--- src/rtl/core/neighbor_link_table_defines.svh ---
// assertion macros shared by the neighbor link table rtl
// depends on nothing; included by modules that carry assertions
`ifndef NEIGHBOR_LINK_TABLE_DEFINES_SVH
`define NEIGHBOR_LINK_TABLE_DEFINES_SVH

// implication checked on every rising clock edge outside reset
`define NLT_ASSERT_IMPL(label, clk, rst_n, pre, post) \
    label: assert property (@(posedge clk) disable iff (!rst_n) (pre) |-> (post)) \
        else $error("assertion failed");

// next-cycle implication checked outside reset
`define NLT_ASSERT_NEXT(label, clk, rst_n, pre, post) \
    label: assert property (@(posedge clk) disable iff (!rst_n) (pre) |=> (post)) \
        else $error("assertion failed");

`endif

--- src/rtl/core/nlt_pkg.sv ---
// package for the neighbor link table: opcodes, status codes, states
// no dependencies
`timescale 1ns / 1ps

package nlt_pkg;

    localparam logic [2:0] OP_RX     = 3'd0;
    localparam logic [2:0] OP_TX     = 3'd1;
    localparam logic [2:0] OP_QUERY  = 3'd2;
    localparam logic [2:0] OP_MRD    = 3'd3;
    localparam logic [2:0] OP_MWR    = 3'd4;

    localparam logic [1:0] ST_OK        = 2'd0;
    localparam logic [1:0] ST_FULL      = 2'd1;
    localparam logic [1:0] ST_NOT_FOUND = 2'd2;

    localparam logic [1:0] REG_PROMOTE = 2'd0;
    localparam logic [1:0] REG_DEMOTE  = 2'd1;
    localparam logic [1:0] REG_SWITCH  = 2'd2;

    localparam logic [63:0] ADDR_BROADCAST = 64'hFFFF_FFFF_FFFF_FFFF;
    localparam logic [15:0] MASK_NONE      = 16'hFFFF;
    localparam logic [7:0]  COUNT_MAX      = 8'd255;

    typedef enum logic [2:0] {
        S_IDLE,
        S_SCAN,
        S_READ,
        S_UPDATE,
        S_RESULT
    } nlt_state_t;

    typedef struct packed {
        logic [2:0]  opcode;
        logic [63:0] peer_address;
        logic [7:0]  rx_rssi;
        logic [39:0] slot_timestamp;
        logic [7:0]  tx_attempts;
        logic        tx_acked;
        logic [15:0] new_channel_mask;
    } nlt_in_t;

    typedef struct packed {
        logic [1:0]  status;
        logic        row_found;
        logic [3:0]  row_index;
        logic        is_stable;
        logic [15:0] channel_mask;
    } nlt_out_t;

    // per-row record kept in ram (address held apart for the search)
    typedef struct packed {
        logic [7:0]  rssi;
        logic        stable;
        logic [7:0]  switch_counter;
        logic [7:0]  rx_count;
        logic [7:0]  tx_count;
        logic [7:0]  ack_count;
        logic [39:0] last_heard;
        logic [15:0] channel_mask;
    } nlt_row_t;

    typedef struct packed {
        logic [1:0] index;
        logic [7:0] data;
    } nlt_cfg_t;

endpackage

--- src/rtl/core/nlt_if.sv ---
// valid/ready channel interfaces for the neighbor link table
// depends on nlt_pkg
`timescale 1ns / 1ps

interface nlt_in_if;
    import nlt_pkg::*;
    logic    valid;
    logic    ready;
    nlt_in_t payload;
    modport source (output valid, output payload, input ready);
    modport sink   (input valid, input payload, output ready);
endinterface

interface nlt_out_if;
    import nlt_pkg::*;
    logic     valid;
    logic     ready;
    nlt_out_t payload;
    modport source (output valid, output payload, input ready);
    modport sink   (input valid, input payload, output ready);
endinterface

interface nlt_cfg_if;
    import nlt_pkg::*;
    logic     valid;
    logic     ready;
    nlt_cfg_t payload;
    modport source (output valid, output payload, input ready);
    modport sink   (input valid, input payload, output ready);
endinterface

--- src/rtl/core/nlt_ram.sv ---
// generic single-port-write ram with registered read
// no dependencies
`timescale 1ns / 1ps

module nlt_ram #(
    parameter int WIDTH = 8,
    parameter int DEPTH = 16
) (
    input  logic                     clk,
    input  logic                     wr_en,
    input  logic [$clog2(DEPTH)-1:0] wr_addr,
    input  logic [WIDTH-1:0]         wr_data,
    input  logic [$clog2(DEPTH)-1:0] rd_addr,
    output logic [WIDTH-1:0]         rd_data
);
    logic [WIDTH-1:0] mem [DEPTH];

    // write port and registered read
    always_ff @(posedge clk)
    begin
        if (wr_en)
        begin
            mem[wr_addr] <= wr_data;
        end
        rd_data <= mem[rd_addr];
    end
endmodule

--- src/rtl/core/nlt_row_update.sv ---
// row update datapath: receive hysteresis, transmit counters, mask write
// depends on nlt_pkg
`timescale 1ns / 1ps

module nlt_row_update (
    input  nlt_pkg::nlt_in_t  item,
    input  nlt_pkg::nlt_row_t row_in,
    input  logic              allocate,
    input  logic [7:0]        promote_th,
    input  logic [7:0]        demote_th,
    input  logic [7:0]        switch_count,
    output nlt_pkg::nlt_row_t row_out
);
    import nlt_pkg::*;

    logic       qualifies;
    logic [7:0] sw_inc;
    logic [7:0] tx_base;
    logic [7:0] ack_base;
    logic [8:0] tx_sum;

    always_comb
    begin
        row_out   = row_in;
        qualifies = row_in.stable
            ? ($signed(item.rx_rssi) < $signed(demote_th))
            : ($signed(item.rx_rssi) > $signed(promote_th));
        sw_inc    = row_in.switch_counter + 8'd1;
        tx_base   = (row_in.tx_count == COUNT_MAX) ? {1'b0, row_in.tx_count[7:1]}
                                                   : row_in.tx_count;
        ack_base  = (row_in.tx_count == COUNT_MAX) ? {1'b0, row_in.ack_count[7:1]}
                                                   : row_in.ack_count;
        tx_sum    = {1'b0, tx_base} + {1'b0, item.tx_attempts};
        if (allocate)
        begin
            // fresh row; the mask keeps its stored value
            row_out.stable         = 1'b1;
            row_out.switch_counter = 8'd0;
            row_out.rssi           = item.rx_rssi;
            row_out.rx_count       = 8'd1;
            row_out.tx_count       = 8'd0;
            row_out.ack_count      = 8'd0;
            row_out.last_heard     = item.slot_timestamp;
        end
        else
        begin
            case (item.opcode)
                OP_RX:
                begin
                    row_out.rx_count   = row_in.rx_count + 8'd1;
                    row_out.rssi       = item.rx_rssi;
                    row_out.last_heard = item.slot_timestamp;
                    if (!qualifies)
                    begin
                        row_out.switch_counter = 8'd0;
                    end
                    else if (sw_inc >= switch_count)
                    begin
                        row_out.switch_counter = 8'd0;
                        row_out.stable         = !row_in.stable;
                    end
                    else
                    begin
                        row_out.switch_counter = sw_inc;
                    end
                end
                OP_TX:
                begin
                    row_out.tx_count  = tx_sum[8] ? COUNT_MAX : tx_sum[7:0];
                    row_out.ack_count = ack_base;
                    if (item.tx_acked)
                    begin
                        if (ack_base != COUNT_MAX)
                        begin
                            row_out.ack_count = ack_base + 8'd1;
                        end
                        row_out.last_heard = item.slot_timestamp;
                    end
                end
                OP_MWR:
                begin
                    row_out.channel_mask = item.new_channel_mask;
                end
                default:
                begin
                    row_out = row_in;
                end
            endcase
        end
    end
endmodule

--- src/rtl/core/neighbor_link_table.sv ---
// neighbor link table top level: sequencer, address search, row ram
// depends on nlt_pkg, nlt_if, nlt_ram, nlt_row_update, defines header
//
//  channel   dir   contents
//  in_ch     sink  opcode, address, rssi, timestamp, tx fields, new mask
//  out_ch    src   status, row_found, row_index, is_stable, channel_mask
//  cfg_ch    sink  register index, 8-bit data
//
// the address search reads one row a cycle from the address ram into a single
// 64-bit comparator (the read is registered), then one row ram read and one
// write.
// in_ch is ready only when idle; the result sits in a register until taken.
// reset clears the used bits and the mask-written bits; no clearing pass.
// cfg_ch is always ready.
`timescale 1ns / 1ps
`include "neighbor_link_table_defines.svh"

module neighbor_link_table #(
    parameter int TABLE_ROWS = 16
) (
    input logic      clk,
    input logic      rst_n,
    nlt_in_if.sink   in_ch,
    nlt_out_if.source out_ch,
    nlt_cfg_if.sink  cfg_ch
);
    import nlt_pkg::*;

    localparam int RW = $clog2(TABLE_ROWS);

    nlt_state_t state_reg, state_next;
    nlt_in_t    item_reg;
    nlt_out_t   result_reg, result_next;
    logic [RW:0]  scan_reg, scan_next;
    logic         hit_reg, hit_next;
    logic         free_ok_reg, free_ok_next;
    logic [RW-1:0] hit_row_reg, hit_row_next, free_row_reg, free_row_next;
    logic [TABLE_ROWS-1:0] used_reg, mask_set_reg;
    logic [7:0]   promote_reg, demote_reg, switch_reg;

    logic [RW-1:0] row_sel, scan_idx, cmp_idx;
    logic          allocate, do_write, row_match;
    nlt_row_t      rd_row, rd_fixed, wr_row;
    logic [63:0]   addr_rd;

    // scan_idx is the address read issued, cmp_idx the row now on addr_rd
    assign scan_idx = scan_reg[RW-1:0];
    assign cmp_idx  = scan_idx - 1'b1;
    assign row_match = used_reg[cmp_idx] && (addr_rd == item_reg.peer_address);
    assign allocate = !hit_reg && free_ok_reg && (item_reg.opcode == OP_RX)
        && (item_reg.peer_address != ADDR_BROADCAST);
    assign row_sel  = hit_reg ? hit_row_reg : free_row_reg;

    // mask reads as all ones until first written
    always_comb
    begin
        rd_fixed = rd_row;
        if (!mask_set_reg[row_sel])
        begin
            rd_fixed.channel_mask = MASK_NONE;
        end
    end

    nlt_row_update u_update (
        .item         (item_reg),
        .row_in       (rd_fixed),
        .allocate     (allocate),
        .promote_th   (promote_reg),
        .demote_th    (demote_reg),
        .switch_count (switch_reg),
        .row_out      (wr_row)
    );

    assign do_write = (state_reg == S_UPDATE) && (hit_reg || allocate)
        && (item_reg.opcode <= OP_MWR);

    nlt_ram #(
        .WIDTH ($bits(nlt_row_t)),
        .DEPTH (TABLE_ROWS)
    ) u_rows (
        .clk     (clk),
        .wr_en   (do_write),
        .wr_addr (row_sel),
        .wr_data (wr_row),
        .rd_addr (row_sel),
        .rd_data (rd_row)
    );

    // address store, searched one row a cycle
    nlt_ram #(
        .WIDTH (64),
        .DEPTH (TABLE_ROWS)
    ) u_addrs (
        .clk     (clk),
        .wr_en   (do_write && allocate),
        .wr_addr (row_sel),
        .wr_data (item_reg.peer_address),
        .rd_addr (scan_idx),
        .rd_data (addr_rd)
    );

    assign in_ch.ready  = (state_reg == S_IDLE);
    assign out_ch.valid = (state_reg == S_RESULT);
    assign out_ch.payload = result_reg;
    assign cfg_ch.ready = 1'b1;

    // sequencer next state and result
    always_comb
    begin
        state_next   = state_reg;
        scan_next    = scan_reg;
        hit_next     = hit_reg;
        hit_row_next = hit_row_reg;
        free_ok_next = free_ok_reg;
        free_row_next = free_row_reg;
        result_next  = result_reg;
        case (state_reg)
            S_IDLE:
            begin
                if (in_ch.valid)
                begin
                    state_next   = S_SCAN;
                    scan_next    = '0;
                    hit_next     = 1'b0;
                    free_ok_next = 1'b0;
                    hit_row_next = '0;
                    free_row_next = '0;
                end
            end
            S_SCAN:
            begin
                if (scan_reg != '0)
                begin
                    if (row_match && !hit_reg
                        && (item_reg.peer_address != ADDR_BROADCAST))
                    begin
                        hit_next     = 1'b1;
                        hit_row_next = cmp_idx;
                    end
                    if (!used_reg[cmp_idx] && !free_ok_reg)
                    begin
                        free_ok_next  = 1'b1;
                        free_row_next = cmp_idx;
                    end
                end
                if (scan_reg == (RW+1)'(TABLE_ROWS))
                begin
                    state_next = S_READ;
                end
                scan_next = scan_reg + 1'b1;
            end
            S_READ:
            begin
                state_next = S_UPDATE;
            end
            S_UPDATE:
            begin
                state_next = S_RESULT;
                result_next.row_found    = hit_reg && (item_reg.opcode <= OP_MWR);
                if (do_write)
                begin
                    result_next.status       = ST_OK;
                    result_next.row_index    = 4'(row_sel);
                    result_next.is_stable    = wr_row.stable;
                    result_next.channel_mask = wr_row.channel_mask;
                end
                else
                begin
                    result_next.status = (item_reg.opcode == OP_RX
                        && item_reg.peer_address != ADDR_BROADCAST && !hit_reg)
                        ? ST_FULL : ST_NOT_FOUND;
                    result_next.row_index    = 4'd0;
                    result_next.is_stable    = 1'b0;
                    result_next.channel_mask = MASK_NONE;
                end
            end
            S_RESULT:
            begin
                if (out_ch.ready)
                begin
                    state_next = S_IDLE;
                end
            end
            default:
            begin
                state_next = S_IDLE;
            end
        endcase
    end

    // control registers
    always_ff @(posedge clk or negedge rst_n)
    begin
        if (!rst_n)
        begin
            state_reg    <= S_IDLE;
            scan_reg     <= '0;
            hit_reg      <= 1'b0;
            free_ok_reg  <= 1'b0;
            used_reg     <= '0;
            mask_set_reg <= '0;
            promote_reg  <= 8'hBA;
            demote_reg   <= 8'hA6;
            switch_reg   <= 8'd3;
        end
        else
        begin
            state_reg   <= state_next;
            scan_reg    <= scan_next;
            hit_reg     <= hit_next;
            free_ok_reg <= free_ok_next;
            if (do_write)
            begin
                used_reg[row_sel] <= 1'b1;
                if (item_reg.opcode == OP_MWR)
                begin
                    mask_set_reg[row_sel] <= 1'b1;
                end
            end
            if (cfg_ch.valid)
            begin
                case (cfg_ch.payload.index)
                    REG_PROMOTE: promote_reg <= cfg_ch.payload.data;
                    REG_DEMOTE:  demote_reg  <= cfg_ch.payload.data;
                    REG_SWITCH:  switch_reg  <= cfg_ch.payload.data;
                    default:     promote_reg <= promote_reg;
                endcase
            end
        end
    end

    // payload registers
    always_ff @(posedge clk)
    begin
        hit_row_reg  <= hit_row_next;
        free_row_reg <= free_row_next;
        result_reg   <= result_next;
        if (in_ch.valid && in_ch.ready)
        begin
            item_reg <= in_ch.payload;
        end
    end

    `NLT_ASSERT_IMPL(a_ready_idle, clk, rst_n, in_ch.ready, !out_ch.valid)
    `NLT_ASSERT_NEXT(a_scan_to_read, clk, rst_n,
        (state_reg == S_SCAN) && (scan_reg == (RW+1)'(TABLE_ROWS)),
        state_reg == S_READ)
    `NLT_ASSERT_IMPL(a_write_target, clk, rst_n, do_write && !allocate, hit_reg)
endmodule
--- src/flat_wrapper.sv ---
// flat-port wrapper written by rule: the top's interface ports become plain ports
module neighbor_link_table_flat import nlt_pkg::*;
#(
    parameter int TABLE_ROWS = 16
)
  (clk, rst_n, in_ch_valid, in_ch_payload, in_ch_ready, out_ch_valid, out_ch_payload, out_ch_ready, cfg_ch_valid, cfg_ch_payload, cfg_ch_ready);
  nlt_in_if in_ch_i ();
  nlt_out_if out_ch_i ();
  nlt_cfg_if cfg_ch_i ();
  input logic clk;
  input logic rst_n;
  input wire logic [$bits(in_ch_i.valid)-1:0] in_ch_valid;
  input wire logic [$bits(in_ch_i.payload)-1:0] in_ch_payload;
  output wire logic [$bits(in_ch_i.ready)-1:0] in_ch_ready;
  output wire logic [$bits(out_ch_i.valid)-1:0] out_ch_valid;
  output wire logic [$bits(out_ch_i.payload)-1:0] out_ch_payload;
  input wire logic [$bits(out_ch_i.ready)-1:0] out_ch_ready;
  input wire logic [$bits(cfg_ch_i.valid)-1:0] cfg_ch_valid;
  input wire logic [$bits(cfg_ch_i.payload)-1:0] cfg_ch_payload;
  output wire logic [$bits(cfg_ch_i.ready)-1:0] cfg_ch_ready;
  assign in_ch_i.valid = in_ch_valid;
  assign in_ch_i.payload = in_ch_payload;
  assign in_ch_ready = in_ch_i.ready;
  assign out_ch_valid = out_ch_i.valid;
  assign out_ch_payload = out_ch_i.payload;
  assign out_ch_i.ready = out_ch_ready;
  assign cfg_ch_i.valid = cfg_ch_valid;
  assign cfg_ch_i.payload = cfg_ch_payload;
  assign cfg_ch_ready = cfg_ch_i.ready;
  neighbor_link_table #(.TABLE_ROWS(TABLE_ROWS)) u_core (.clk(clk), .rst_n(rst_n), .in_ch(in_ch_i), .out_ch(out_ch_i), .cfg_ch(cfg_ch_i));
endmodule
--- config.mk ---
export PLATFORM = sky130hd
export DESIGN_NAME = neighbor_link_table_flat
export DESIGN_NICKNAME = d
export VERILOG_FILES = /design/src/rtl/core/nlt_pkg.sv /design/src/rtl/core/nlt_if.sv /design/src/rtl/core/nlt_ram.sv /design/src/rtl/core/nlt_row_update.sv /design/src/rtl/core/neighbor_link_table.sv /design/src/flat_wrapper.sv
export VERILOG_INCLUDE_DIRS = /design/src /design/src/rtl/core
export SDC_FILE = /design/constraint.sdc
export NUM_CORES = 2
export LEC_CHECK = 0
export BUFFER_PORTS_ARGS = -buffer_cell sky130_fd_sc_hd__buf_2
export CAP_MARGIN = 20
export CORE_AREA = 2 2 382 384
export DETAILED_ROUTE_END_ITERATION = 10
export DIE_AREA = 0 0 384 386
export GPL_TIMING_DRIVEN = 0
export PLACE_DENSITY = 0.67
export SKIP_LAST_GASP = 1
export SYNTH_ARGS = -nofsm -noshare
export SYNTH_HDL_FRONTEND = slang
export SYNTH_SLANG_ARGS = --single-unit
--- constraint.sdc ---
create_clock -name clk -period 8.3 [get_ports clk]
set_input_delay 2.075 -clock clk [delete_from_list [all_inputs] [get_ports clk]]
set_output_delay 2.075 -clock clk [all_outputs]
set_load 0.03 [all_outputs]
==> run summary <==
Final worst setup slack: 2.96 ns
Final core utilization: 51.8%
TritonCTS Buffers: 171
Buffers plus inverters on the worst setup path: 4
I/O Pins: 182
Via density: 5.79
RR Startpoint: u_core.scan_reg[1]
Switch share: 28.7%
Crit path time final: 5.34 ns
CP peak stage delay: 0.74 ns
Internal power: 17.0 mW
Max FFs per register: 1,024
Fraction of layout cells with a size suffix above 1: 30.0%
Routed wire per std cell: 28.3 um
Worst EP arrival: 5.77 ns
Flops & latches, synth: 1,702
Cell count after synthesis: 2,911
Initial core utilization: 44.5%
Worst Clk Skew: 0.0464 ns
Slew headroom: 15.9%
DRT Pass-1 Iters: 6
Top cell type's share of synthesized area: 72.2%
Worst Path Max Fanout: 10
Achievable Freq: 187 MHz
Initial antenna violation count: 7
# DRC: 0
Status: completed
CP endpoint kind: flop
TritonCTS clock tree: done
Dpl hpwl: 97,200 um
CP max-delay cell: clkbuf_1
Drt total wl: 152,000 um
Die Width: 384 um
Post-synth EDFFs: 1,547
Comb power frac: 24.2%
Net load switching power: 6.82 mW
RSZ-0062 raised after global routing: no
Post-synth ARST share: 3.88%
I/O Buffers: 131
Slew Viols, Final: 0
Reg power frac: 43.5%
Fin crit share: 64.3%
Synth Flop Type: edfxtp_1
Ys Warns: 0
Synth cell types: 64
Seq/Total Area, Yosys: 77.6%
Detail Route Antenna Nets: 0
Largest net degree at the start of global routing: 67
Initial DRC Count: 3,526
Hold Fails Final Rpt: 0
GR Util All Layers: 20.7%
# setup viols final: 0
Area grow syn2layout: 16.4%
Yosys top cell by area: edfxtp_1
H-tree levels: 4
Top post-synthesis cells by area: edfxtp_1 72%, mux4_2 15%, dfxtp_1 2.8%
Peak VDD IR: 208 uV
Critical Path RT: 8.73 ns
Pwr/cell area: 318 mW/mm2
Worst-margin pin slew: 1.25 ns
Synthesized net count: 3,093
Remaining Overflow, GRT: 0
Most common cell in the synthesized netlist: edfxtp_1
Startpoint types: flop
Cts hold-fix bufs: 0
Vias in the first global route: 31,300
First-pass GRT wire length: 219,000 um
P_leak: 24.1 nW
Worst-Skew Late Latency: 0.83 ns
CP startpoint: u_core.scan_reg[1]
Diodes inserted: 0
Crit Path Class: reg2reg
Placeable Area: 0.145 mm2
Root buf cell: clkbuf_16
Die Ht: 386 um
Setup Buffers After CTS: 0
Clock share of power: 32.3%
Post-CTS sizing: 0
Critical path cell sequence: clkbuf_1 > clkbuf_1 > buf_1 > inv_1 > ha_1 > mux4_2 > mux4_2 > nand4_1 > nor4_1 > nand2b_1 > a21oi_1
Final nets: 3,488
Post-Place Worst Slack: 2.96 ns
Class of the tightest hold or removal check: reg2reg
Clock-pin slew on the worst setup and hold paths: 0.06 ns
Die area: 0.148 mm2
CTS Sinks: 1,702
Mapped Area: 0.0643 mm2
Top cells by count, synth: 1,547 x edfxtp_1, 429 x mux4_2, 89 x dfxtp_1, 88 x nand2_1, 78 x clkbuf_1
Syn Area/Cell: 22.1 um2
Row cnt: 140
Vias: 31,100
HP Start: u_core.mask_set_reg[4]
Clock Tree Buf Depth: 3
Crit-path leading delay family: buffers and inverters
GPL Wtd Cong: 0.789
Max-cap violations: 0
[worst paths after layout]
kind	to	slack, ns	depth (start not counted)
max in group asynchronous	u_core.used_reg[6]	6.69	2
worst max-delay path	u_core.hit_row_reg[0]	2.96	11
worst max register to register	u_core.hit_row_reg[0]	2.96	11
worst min-delay path	u_core.mask_set_reg[4]	0.45	1
worst min register to register	u_core.mask_set_reg[4]	0.45	1
min in group asynchronous	u_core.promote_reg[2]	1.27	2
[logic make-up (layout without fill, tap and decap cells)]
kind of cell | count (synthesis) | count (layout) | share of synthesized area, %
DFF | 1702 | 1702 | 77.6
and+or+nand+nor | 341 | 341 | 2.70
xor gates and xnor gates | 44 | 44 | 0.599
muxes | 451 | 451 | 15.4
adders and majority gates | 27 | 27 | 0.525
AOI/OAI and AO/OA | 165 | 165 | 1.99
buffers and inverters | 180 | 721 | 1.20
other | 1 | 1 | 0.00583
[layer usage]
metal | GRT usage (%) | up-vias | part of all wire (%)
li1 | - | 12900 | -
met2 | 32.4 | 1455 | 48
met5 | 0 | - | 0.012
met1 | 29.4 | 16500 | 41
met3 | 4.13 | 260 | 8.2
met4 | 6.55 | 4 | 2.8
[stage by stage]
step | hold slack (ns) | setup TNS [ns] | total power [mW] | cells | cell area (um2)
CTS | 0.453 | 0 | 24.0 | 5368 | 74800
detailed placement | 0.439 | 0 | 16.3 | 5049 | 69200
finish | 0.452 | 0 | 23.8 | 5369 | 74900
global route | 0.473 | 0 | 24.7 | 5369 | 74900
global placement | 0.433 | -2792.48 | 16.2 | 4959 | 67400
floorplan | 0.423 | 0 | 14.4 | 2911 | 64300
[cells in the final DEF, fill, tap and decap left out, drive strengths merged, types with 27 or more instances in the layout]
cell    instances
a31oi          27
and2           35
buf           272
clkbuf        318
clkinv         61
dfrtp          55
dfxtp          89
edfxtp       1547
ha             27
inv            57
mux4          429
nand2          88
nand2b         35
nand4          28
nor2           65
[final cells by class]
cell class	count	area (um2)
Fill cell	11100	69700
Sequential cell	1702	49900
Multi-Input combinational cell	1029	13900
Clock buffer	240	4750
Tap cell	1917	2400
Timing Repair Buffer	222	2230
Clock inverter	79	931
Buffer	128	578
Inverter	52	200
[power by group through the flow]
stage,registers (mW),logic [mW],clock network (mW)
detailed placement,10.5,5.80,0
global route,10.4,6.14,8.13
floorplan,10.4,3.98,0
global placement,10.5,5.69,0
finish,10.3,5.76,7.68
CTS,10.3,5.84,7.80
No activity file was read; power rests on OpenSTA's default activity.
